**config.mk**
```make
export PLATFORM = sky130hd
export DESIGN_NAME = text_to_uint64_any_base_flat
export DESIGN_NICKNAME = d
export VERILOG_FILES = /design/src/rtl/tu64_pkg.sv /design/src/rtl/tu64_chan_if.sv /design/src/rtl/tu64_ctrl.sv /design/src/rtl/tu64_dp.sv /design/src/rtl/text_to_uint64_any_base.sv /design/src/flat_wrapper.sv
export SDC_FILE = /design/constraint.sdc
export NUM_CORES = 1
export LEC_CHECK = 0
export ABC_AREA = 1
export BUFFER_PORTS_ARGS = -buffer_cell sky130_fd_sc_hd__buf_2
export CORE_MARGIN = 2
export CORE_UTILIZATION = 45
export CTS_CLUSTER_SIZE = 8
export DETAILED_ROUTE_END_ITERATION = 8
export PLACE_DENSITY = 0.72
export REMOVE_ABC_BUFFERS = 1
export SYNTH_ARGS = -nofsm -noshare
export SYNTH_HDL_FRONTEND = slang
export SYNTH_SLANG_ARGS = --single-unit
export TNS_END_PERCENT = 100
```
**constraint.sdc**
```tcl
create_clock -name clk -period 8.8 [get_ports clk]
set_clock_uncertainty 0.15 [all_clocks]
set_input_delay 1.32 -clock clk [delete_from_list [all_inputs] [get_ports clk]]
set_output_delay 1.32 -clock clk [all_outputs]
set_load 0.005 [all_outputs]
```
**src/rtl/tu64_pkg.sv**
```systemverilog
// Shared types and constants for the text-to-uint64 converter.
package tu64_pkg;

  localparam int CHAR_W  = 8;
  localparam int VAL_W   = 64;
  localparam int OFF_W   = 13;
  localparam int RADIX_W = 6;

  typedef struct packed {
    logic [CHAR_W-1:0] in_char;
    logic              is_last;
  } in_item_t;

  typedef struct packed {
    logic [VAL_W-1:0] result_value;
    logic [OFF_W-1:0] end_offset;
    logic             overflowed;
  } out_item_t;

  typedef struct packed {
    logic [RADIX_W-1:0] radix;
  } cfg_item_t;

  // controller -> datapath
  typedef struct packed {
    logic load;   // latch the accepted character
    logic step;   // apply the character to the parse state
    logic emit;   // load the output register and clear the parse state
  } cmd_t;

  // datapath -> controller
  typedef struct packed {
    logic last;
  } stat_t;

endpackage

```
**src/rtl/tu64_chan_if.sv**
```systemverilog
// Valid/ready channel carrying one payload item.
interface tu64_chan_if #(
  parameter type T = logic
) ();
  logic valid;
  logic ready;
  T     data;

  modport source (output valid, output data, input ready);
  modport sink (input valid, input data, output ready);
endinterface

```
**src/rtl/tu64_ctrl.sv**
```systemverilog
// Controller: sequences accept, parse step and result hand-off.
module tu64_ctrl (
  input  logic            clk,
  input  logic            rst,
  input  logic            in_valid,
  output logic            in_ready,
  output logic            out_valid,
  input  logic            out_ready,
  input  tu64_pkg::stat_t stat,
  output tu64_pkg::cmd_t  cmd
);

  typedef enum logic [1:0] {S_IDLE, S_STEP, S_EMIT} state_t;

  state_t state;

  assign in_ready = (state == S_IDLE);
  assign cmd.load = in_valid && in_ready;
  assign cmd.step = (state == S_STEP);
  assign cmd.emit = (state == S_EMIT) && (!out_valid || out_ready);

  always_ff @(posedge clk) begin
    if (rst) begin
      state     <= S_IDLE;
      out_valid <= 1'b0;
    end else begin
      if (cmd.emit) begin
        out_valid <= 1'b1;
      end else if (out_ready) begin
        out_valid <= 1'b0;
      end
      unique case (state)
        S_IDLE: begin
          if (cmd.load) state <= S_STEP;
        end
        S_STEP: begin
          state <= stat.last ? S_EMIT : S_IDLE;
        end
        S_EMIT: begin
          if (cmd.emit) state <= S_IDLE;
        end
        default: state <= S_IDLE;
      endcase
    end
  end

  a_emit_slot_free: assert property (@(posedge clk) disable iff (rst)
    cmd.emit |-> (!out_valid || out_ready))
    else $error("result loaded over an untaken item");

  a_emit_sets_valid: assert property (@(posedge clk) disable iff (rst)
    cmd.emit |=> out_valid)
    else $error("result loaded but valid not raised");

  a_accept_then_step: assert property (@(posedge clk) disable iff (rst)
    cmd.load |=> cmd.step)
    else $error("accepted item not stepped");

  a_cmd_exclusive: assert property (@(posedge clk) disable iff (rst)
    $onehot0({cmd.load, cmd.step, cmd.emit}))
    else $error("overlapping datapath commands");

endmodule

```
**src/rtl/tu64_dp.sv**
```systemverilog
// Datapath: parse state, digit multiply-accumulate and result register.
module tu64_dp #(
  parameter int MAX_CHARS = 4096
) (
  input  logic                                clk,
  input  logic                                rst,
  input  tu64_pkg::in_item_t                  in_data,
  input  logic                                cfg_we,
  input  tu64_pkg::cfg_item_t                 cfg_data,
  input  tu64_pkg::cmd_t                      cmd,
  output tu64_pkg::stat_t                     stat,
  output tu64_pkg::out_item_t                 out_data
);

  localparam int PW = $clog2(MAX_CHARS + 1);
  localparam int OW = tu64_pkg::OFF_W;
  localparam int RW = tu64_pkg::RADIX_W;
  localparam int CW = tu64_pkg::CHAR_W;
  localparam int VW = tu64_pkg::VAL_W;

  localparam logic [CW-1:0] CH_NUL   = 8'h00;
  localparam logic [CW-1:0] CH_TAB   = 8'h09;
  localparam logic [CW-1:0] CH_CR    = 8'h0D;
  localparam logic [CW-1:0] CH_SPACE = 8'h20;
  localparam logic [CW-1:0] CH_PLUS  = 8'h2B;
  localparam logic [CW-1:0] CH_MINUS = 8'h2D;
  localparam logic [CW-1:0] CH_0     = 8'h30;
  localparam logic [CW-1:0] CH_7     = 8'h37;
  localparam logic [CW-1:0] CH_9     = 8'h39;
  localparam logic [CW-1:0] CH_UA    = 8'h41;
  localparam logic [CW-1:0] CH_UX    = 8'h58;
  localparam logic [CW-1:0] CH_UZ    = 8'h5A;
  localparam logic [CW-1:0] CH_LA    = 8'h61;
  localparam logic [CW-1:0] CH_LX    = 8'h78;
  localparam logic [CW-1:0] CH_LZ    = 8'h7A;

  localparam logic [RW-1:0] BASE_AUTO = 6'd0;
  localparam logic [RW-1:0] BASE_ONE  = 6'd1;
  localparam logic [RW-1:0] BASE_MIN  = 6'd2;
  localparam logic [RW-1:0] BASE_8    = 6'd8;
  localparam logic [RW-1:0] BASE_10   = 6'd10;
  localparam logic [RW-1:0] BASE_16   = 6'd16;
  localparam logic [RW-1:0] BASE_MAX  = 6'd36;
  localparam logic [6:0]    DV_NONE   = 7'd99;

  typedef enum logic [2:0] {PH_WS, PH_SIGN, PH_ZERO, PH_ZEROX, PH_DIGITS, PH_DONE} phase_t;

  typedef struct packed {
    phase_t          ph;
    logic            neg;
    logic [RW-1:0]   bu;
    logic [PW-1:0]   sso;
    logic [PW-1:0]   so;
    logic            ds;
    logic            ov;
    logic [VW-1:0]   acc;
  } pst_t;

  localparam pst_t PST_CLR = '{ph: PH_WS, neg: 1'b0, bu: '0, sso: '0, so: '0,
                               ds: 1'b0, ov: 1'b0, acc: '0};

  function automatic logic [6:0] digit_val(logic [CW-1:0] c);
    logic [CW-1:0] d;
    d = CH_NUL;
    if (c >= CH_0 && c <= CH_9) begin
      d = c - CH_0;
    end else if (c >= CH_LA && c <= CH_LZ) begin
      d = c - CH_LA + 8'd10;
    end else if (c >= CH_UA && c <= CH_UZ) begin
      d = c - CH_UA + 8'd10;
    end else begin
      d = {1'b0, DV_NONE};
    end
    return d[6:0];
  endfunction

  function automatic pst_t term(pst_t s, logic [PW-1:0] t);
    pst_t r;
    r = s;
    case (s.ph)
      PH_WS:     r.sso = t;
      PH_ZERO: begin
        r.ds = 1'b1;
        r.so = t;
      end
      PH_ZEROX:  r.ds = 1'b1;
      PH_DIGITS: r.so = t;
      default: ;
    endcase
    r.ph = PH_DONE;
    return r;
  endfunction

  // One 64x6 multiply-add; a carry into the top bits means overflow.
  function automatic pst_t take_digit(pst_t s, logic [6:0] dv, logic [PW-1:0] t);
    pst_t          r;
    logic [RW-1:0] bd;
    logic [69:0]   prod;
    logic [70:0]   sum;
    r    = s;
    bd   = (s.bu < BASE_MIN) ? BASE_10 : s.bu;
    prod = s.acc * bd;
    sum  = {1'b0, prod} + 71'(dv);
    if (dv >= 7'(bd)) begin
      r.so = t;
      r.ph = PH_DONE;
    end else if (|sum[70:64]) begin
      r.ov = 1'b1;
      r.so = t;
      r.ph = PH_DONE;
    end else begin
      r.acc = sum[63:0];
      r.ds  = 1'b1;
    end
    return r;
  endfunction

  logic [RW-1:0]       radix;
  logic [CW-1:0]       char_q;
  logic                last_q;
  logic [PW-1:0]       pos;
  logic [PW-1:0]       pos_next;
  pst_t                st;
  pst_t                st_next;
  tu64_pkg::out_item_t out_q;
  logic [6:0]          dv;
  logic                dig;
  logic                is_ws;

  assign stat.last = last_q;
  assign out_data  = out_q;
  assign pos_next  = (pos < PW'(MAX_CHARS)) ? pos + 1'b1 : PW'(MAX_CHARS);
  assign dv        = digit_val(char_q);
  assign is_ws     = (char_q == CH_SPACE) || (char_q >= CH_TAB && char_q <= CH_CR);

  always_comb begin
    st_next = st;
    dig     = 1'b0;
    // base is sampled from the register until the first non-space character
    if (st.ph == PH_WS) begin
      if (radix == BASE_ONE) begin
        st_next.bu = BASE_10;
      end else if (radix > BASE_MAX) begin
        st_next.bu = BASE_MAX;
      end else begin
        st_next.bu = radix;
      end
    end
    if (st.ph != PH_DONE) begin
      if (char_q == CH_NUL) begin
        st_next = term(st_next, pos);
      end else begin
        case (st.ph)
          PH_WS, PH_SIGN: begin
            if (st.ph == PH_WS && is_ws) begin
              st_next.ph = PH_WS;
            end else if (st.ph == PH_WS && char_q == CH_MINUS) begin
              st_next.sso = pos;
              st_next.neg = 1'b1;
              st_next.ph  = PH_SIGN;
            end else if (st.ph == PH_WS && char_q == CH_PLUS) begin
              st_next.sso = pos;
              st_next.ph  = PH_SIGN;
            end else begin
              if (st.ph == PH_WS) st_next.sso = pos;
              if (char_q == CH_0 &&
                  (st_next.bu == BASE_AUTO || st_next.bu == BASE_16)) begin
                st_next.ph = PH_ZERO;
              end else begin
                if (st_next.bu == BASE_AUTO) st_next.bu = BASE_10;
                st_next.ph = PH_DIGITS;
                dig        = 1'b1;
              end
            end
          end
          PH_ZERO: begin
            if (char_q == CH_LX || char_q == CH_UX) begin
              st_next.so = pos;
              st_next.ph = PH_ZEROX;
            end else begin
              st_next.ds = 1'b1;
              if (st_next.bu == BASE_AUTO) begin
                st_next.bu = (char_q >= CH_0 && char_q <= CH_7) ? BASE_8 : BASE_10;
              end
              st_next.ph = PH_DIGITS;
              dig        = 1'b1;
            end
          end
          PH_ZEROX: begin
            if (dv < 7'd16) begin
              st_next.bu = BASE_16;
              st_next.ph = PH_DIGITS;
              dig        = 1'b1;
            end else begin
              // bare "0x": value zero, stop stays at the x
              if (st_next.bu == BASE_AUTO) st_next.bu = BASE_10;
              st_next.ds = 1'b1;
              st_next.ph = PH_DONE;
            end
          end
          PH_DIGITS: dig = 1'b1;
          default: ;
        endcase
      end
    end
    if (dig) st_next = take_digit(st_next, dv, pos);
    if (last_q && st_next.ph != PH_DONE) st_next = term(st_next, pos_next);
  end

  always_ff @(posedge clk) begin
    if (rst) begin
      radix <= '0;
      st    <= PST_CLR;
      pos   <= '0;
    end else begin
      if (cfg_we) radix <= cfg_data.radix;
      if (cmd.step) begin
        st  <= st_next;
        pos <= pos_next;
      end
      if (cmd.emit) begin
        st  <= PST_CLR;
        pos <= '0;
      end
    end
  end

  always_ff @(posedge clk) begin
    if (cmd.load) begin
      char_q <= in_data.in_char;
      last_q <= in_data.is_last;
    end
    if (cmd.emit) begin
      if (st.ov) begin
        out_q.result_value <= '1;
      end else if (st.neg && st.acc != '0) begin
        out_q.result_value <= ~st.acc + 1'b1;
      end else begin
        out_q.result_value <= st.acc;
      end
      out_q.end_offset <= OW'((st.ov || st.ds) ? st.so : st.sso);
      out_q.overflowed <= st.ov;
    end
  end

endmodule

```
**src/rtl/text_to_uint64_any_base.sv**
```systemverilog
// Streaming text to unsigned 64-bit converter, base 2..36 or auto-detected.
//
// in_ch carries one character per item (in_char, is_last). Leading
// whitespace and an optional sign are taken, the base is detected when
// radix is 0, and digits are accumulated until a non-digit, a NUL or the
// overflow point. out_ch gives one item per string, on its last character:
// result_value, end_offset and overflowed.
// cfg carries the radix register; it is always ready and should be written
// only while no string is in flight. The base is sampled while whitespace
// is skipped.
// Each character is accepted, then applied in one 64x6 multiply-add step;
// the next is taken only after that step. After a string's last character
// an emit step forms the signed result into the output register.
// The output register decouples the two sides: characters of the next
// string are taken while a result waits; a last character whose result
// finds the register still full holds until out_ch.ready.
// Reset (rst, synchronous) clears the radix to 0, the parse state and the
// output valid.
module text_to_uint64_any_base #(
  parameter int MAX_CHARS = 4096
) (
  input logic         clk,
  input logic         rst,
  tu64_chan_if.sink   in_ch,
  tu64_chan_if.source out_ch,
  tu64_chan_if.sink   cfg
);

  tu64_pkg::cmd_t  cmd;
  tu64_pkg::stat_t stat;

  assign cfg.ready = 1'b1;

  tu64_ctrl u_ctrl (
    .clk       (clk),
    .rst       (rst),
    .in_valid  (in_ch.valid),
    .in_ready  (in_ch.ready),
    .out_valid (out_ch.valid),
    .out_ready (out_ch.ready),
    .stat      (stat),
    .cmd       (cmd)
  );

  tu64_dp #(
    .MAX_CHARS (MAX_CHARS)
  ) u_dp (
    .clk      (clk),
    .rst      (rst),
    .in_data  (in_ch.data),
    .cfg_we   (cfg.valid && cfg.ready),
    .cfg_data (cfg.data),
    .cmd      (cmd),
    .stat     (stat),
    .out_data (out_ch.data)
  );

endmodule

```
**src/flat_wrapper.sv**
```systemverilog
// flat-port wrapper written by rule: the top's interface ports become plain ports
module text_to_uint64_any_base_flat 
#(
  parameter int MAX_CHARS = 4096
)
  (clk, rst, in_ch_valid, in_ch_data, in_ch_ready, out_ch_valid, out_ch_data, out_ch_ready, cfg_valid, cfg_data, cfg_ready);
  tu64_chan_if #(.T(tu64_pkg::in_item_t)) in_ch_i ();
  tu64_chan_if #(.T(tu64_pkg::out_item_t)) out_ch_i ();
  tu64_chan_if #(.T(tu64_pkg::cfg_item_t)) cfg_i ();
  input logic clk;
  input logic rst;
  input wire logic [$bits(in_ch_i.valid)-1:0] in_ch_valid;
  input wire logic [$bits(in_ch_i.data)-1:0] in_ch_data;
  output wire logic [$bits(in_ch_i.ready)-1:0] in_ch_ready;
  output wire logic [$bits(out_ch_i.valid)-1:0] out_ch_valid;
  output wire logic [$bits(out_ch_i.data)-1:0] out_ch_data;
  input wire logic [$bits(out_ch_i.ready)-1:0] out_ch_ready;
  input wire logic [$bits(cfg_i.valid)-1:0] cfg_valid;
  input wire logic [$bits(cfg_i.data)-1:0] cfg_data;
  output wire logic [$bits(cfg_i.ready)-1:0] cfg_ready;
  assign in_ch_i.valid = in_ch_valid;
  assign in_ch_i.data = in_ch_data;
  assign in_ch_ready = in_ch_i.ready;
  assign out_ch_valid = out_ch_i.valid;
  assign out_ch_data = out_ch_i.data;
  assign out_ch_i.ready = out_ch_ready;
  assign cfg_i.valid = cfg_valid;
  assign cfg_i.data = cfg_data;
  assign cfg_ready = cfg_i.ready;
  text_to_uint64_any_base #(.MAX_CHARS(MAX_CHARS)) u_core (.clk(clk), .rst(rst), .in_ch(in_ch_i), .out_ch(out_ch_i), .cfg(cfg_i));
endmodule
```
==> impl_metrics.tcl <==
set metrics [dict create \
    min_period_ns 8.38 \
    setup_violations 0 \
    antenna_found_initial 2 \
    drive_gt1_share_pct 8.37 \
    syn_inst 3375 \
    final_common_cell "nand2_1" \
    vdd_ir_drop_max_mv 0.154 \
    netlist_area_sq_mm 0.0246 \
    cp-start-kind "register" \
    syn_avg_cell_area_sq_um 7.28 \
    grt_pass1_vias 22000 \
    fp-row-count 85 \
    ys_ff_latch 211 \
    cts-hold-fix-buffers 0 \
    postRouteAntennaNets 0 \
    post-route-util_pct 49.7 \
    drtPass1Iterations 6 \
    critPathKind "register to register" \
    ioPinCount 101 \
    numCtsBuffers 30 \
    cp_top_family "simple AND/OR/NAND/NOR gates" \
    clk_pin_slew_ns 0.06 \
    hold_viol 0 \
    preCtsSetupSlack_ns 0.198 \
    grt_max_degree 104 \
    dpl.cell_count 4097 \
    insertion_delay_ns 0.61 \
    drtIter0Drc 2172 \
    post-route-drc-count 0 \
    setup_slack_ns 0.417 \
    total_power_mw 2.97 \
    placed_area_sq_mm 0.0257 \
    htree_num_levels 1 \
    fillerInstances 5252 \
    ys_seq_area_share_pct 20.7 \
    powerDensity_mw_per_mm2 111 \
    path_max_fanout 11 \
    cp_common_cell "nand2_1" \
    synth_warnings 0 \
    grt_overflow 0 \
    switching_share_pct 36.2 \
    p_int_mw 1.90 \
    critPathCaptureType "register" \
    p_leak_nw 13.8 \
    stdcell_count 4161 \
    viasPerCell 5.50 \
    gp_congestion 0.996 \
    worst_slew_pin_slew_ns 1.15 \
    grt_pass1_wl_um 119000 \
    seqPwrFrac_pct 36.1 \
    status "finished clean" \
    drt_wl_total_um 74300 \
    diodes 0 \
    start_util_pct 45.6 \
    slew_viol_final 0 \
    clk_path_buf_depth 3 \
    fin_area_sq_mm 0.0268 \
    die_w_um 238 \
    p_comb_share_pct 26.5 \
    p_clk_share_pct 37.3 \
    cts-root-buf "clkbuf_16" \
    die_h_um 238 \
    power_switching_mw 1.08 \
    cpPeakStageDelay_ns 0.54 \
    nets 3882 \
    cp.required_ns 9.08 \
    synth.top_cell.area_share_pct 20.6 \
    max_freq_mhz 119 \
    synthDistinctLibCells 61 \
    grtUsageTotal_pct 26.3 \
    cp.buffers_inverters 9 \
    hpwl_um 56700 \
    synth_top_area_cell "fa_1" \
    slew-limit-headroom_pct 23.1 \
    layout_common_cells "nand2_1, nor2_1, inv_1" \
    route.vias.total 22900 \
    synth.area.top_cells "fa_1, nand2_1, edfxtp_1, dfxtp_1, ha_1" \
    core-area_sq_mm 0.0539 \
    dieArea_sq_mm 0.0565 \
    hold_class "register to register" \
    cap_violations 0 \
    port_buffers 99 \
    cts_tree "yes" \
    cp_slowest_cell "fa_1" \
    post_drt_wl_per_cell_um 17.9 \
    area_growth_syn_to_layout_pct 9.11 \
    clkSinkCount 211 \
    min_period_over_period_pct 95.3 \
    crit_arrival_ns 8.66 \
]
==> flip-flops by register name (all words and copies together) (netlist names) <==
signal / flops
u_core.u_dp.st: 102
u_core.u_dp.pos: 13
u_core.u_dp.radix: 6
u_core.u_dp.stat: 1
u_core.u_dp.out_data: 78
u_core.u_ctrl.state: 2
u_core.u_ctrl.out_valid: 1
u_core.u_dp.char_q: 8
==> final timing paths <==
kind	start	end	slack, ns	cells past startpoint
max	u_core.u_dp.char_q[1]	u_core.u_dp.st[74]	0.42	48
min	u_core.u_dp.st[87]	u_core.u_dp.st[87]	0.33	2
max reg2reg	u_core.u_dp.char_q[1]	u_core.u_dp.st[74]	0.42	48
min reg2reg	u_core.u_dp.st[87]	u_core.u_dp.st[87]	0.33	2
==> cell type report <==
class	instances	area, sq um	area share [%]
multi-input combinational	2540	17100	63.8
clock buffer	52	833	3.11
inverter	516	1950	7.26
timing repair buffer	144	916	3.42
clock inverter	2	37.5	0.140
tap	696	871	3.25
sequential	211	5090	19.0
==> worst reg2reg max path, delay by kind of cell, from the launching register on <==
family	cells	cell delay (ns)
AO/OA/AOI/OAI	4	0.62
XOR/XNOR	1	0.14
adder cells (fa/ha/maj)	6	2.66
buffers and inverters	9	1.06
flip-flops	1	0.46
AND/OR/NAND/NOR	28	3.12
==> power by group through the flow <==
| stage | clock [mW] | sequential, mW | combinational, mW |
|---|---|---|---|
| after floorplan | 0 | 1.09 | 0.448 |
| after global placement | 0 | 1.09 | 0.729 |
| after detailed placement | 0 | 1.09 | 0.737 |
| after CTS | 1.12 | 1.07 | 0.741 |
| after global routing | 1.16 | 1.08 | 0.846 |
| final | 1.11 | 1.07 | 0.789 |
==> cell usage after synthesis, drive strengths merged <==
cell type	count
a211oi	1
a21boi	3
a21o	12
a21oi	242
a31o	2
a31oi	13
a41oi	1
and2	2
and3	8
buf	51
clkbuf	57
clkinv	10
conb	1
dfxtp	124
edfxtp	87
fa	253
ha	166
inv	506
mux2	11
mux2i	1
nand2	705
nand3	125
nand3b	4
nand4	36
nor2	569
nor3	41
nor3b	2
nor4	14
o2111ai	2
o211ai	10
o21a	3
o21ai	220
o21bai	10
o221ai	2
o22ai	2
o31a	1
o31ai	3
o41ai	2
or2	3
or4	1
xnor2	29
xor2	40
==> what timing repair did <==
action,in CTS,in global routing
setup endpoints to repair,0,78
resized for setup,0,45
buffers inserted,0,9
==> through the flow <==
stage	hold slack, ns	TNS [ns]
final	0.327	0
after global routing	0.350	-0.311
after floorplan	0.291	-149.84
after CTS	0.328	0
after detailed placement	0.320	0
after global placement	0.315	0
==> per-layer routing <==
metal  vias up  GRT usage [%]  part of all wire (%)
met2      1051           41.5                    45
met4         2           8.44                   3.5
met5         -              0                 0.013
met1     10800           36.8                    43
li1      10900              -                     -
met3       158           4.38                   9.2
==> cells by family (layout without fill, tap and decap cells) <==
logic type      count (synthesis)  count (layout)  synth area share (%)
simple gates                 1510            1510                  25.6
buf+inv                       624             714                  10.0
compound gates                529             529                  11.5
fa+ha+maj                     419             419                  29.1
flops                         211             211                  20.7
xor+xnor                       69              69                  2.46
mux                            12              12                 0.596
other cells                     1               1                0.0153
Power figures use the tool's default switching activity.
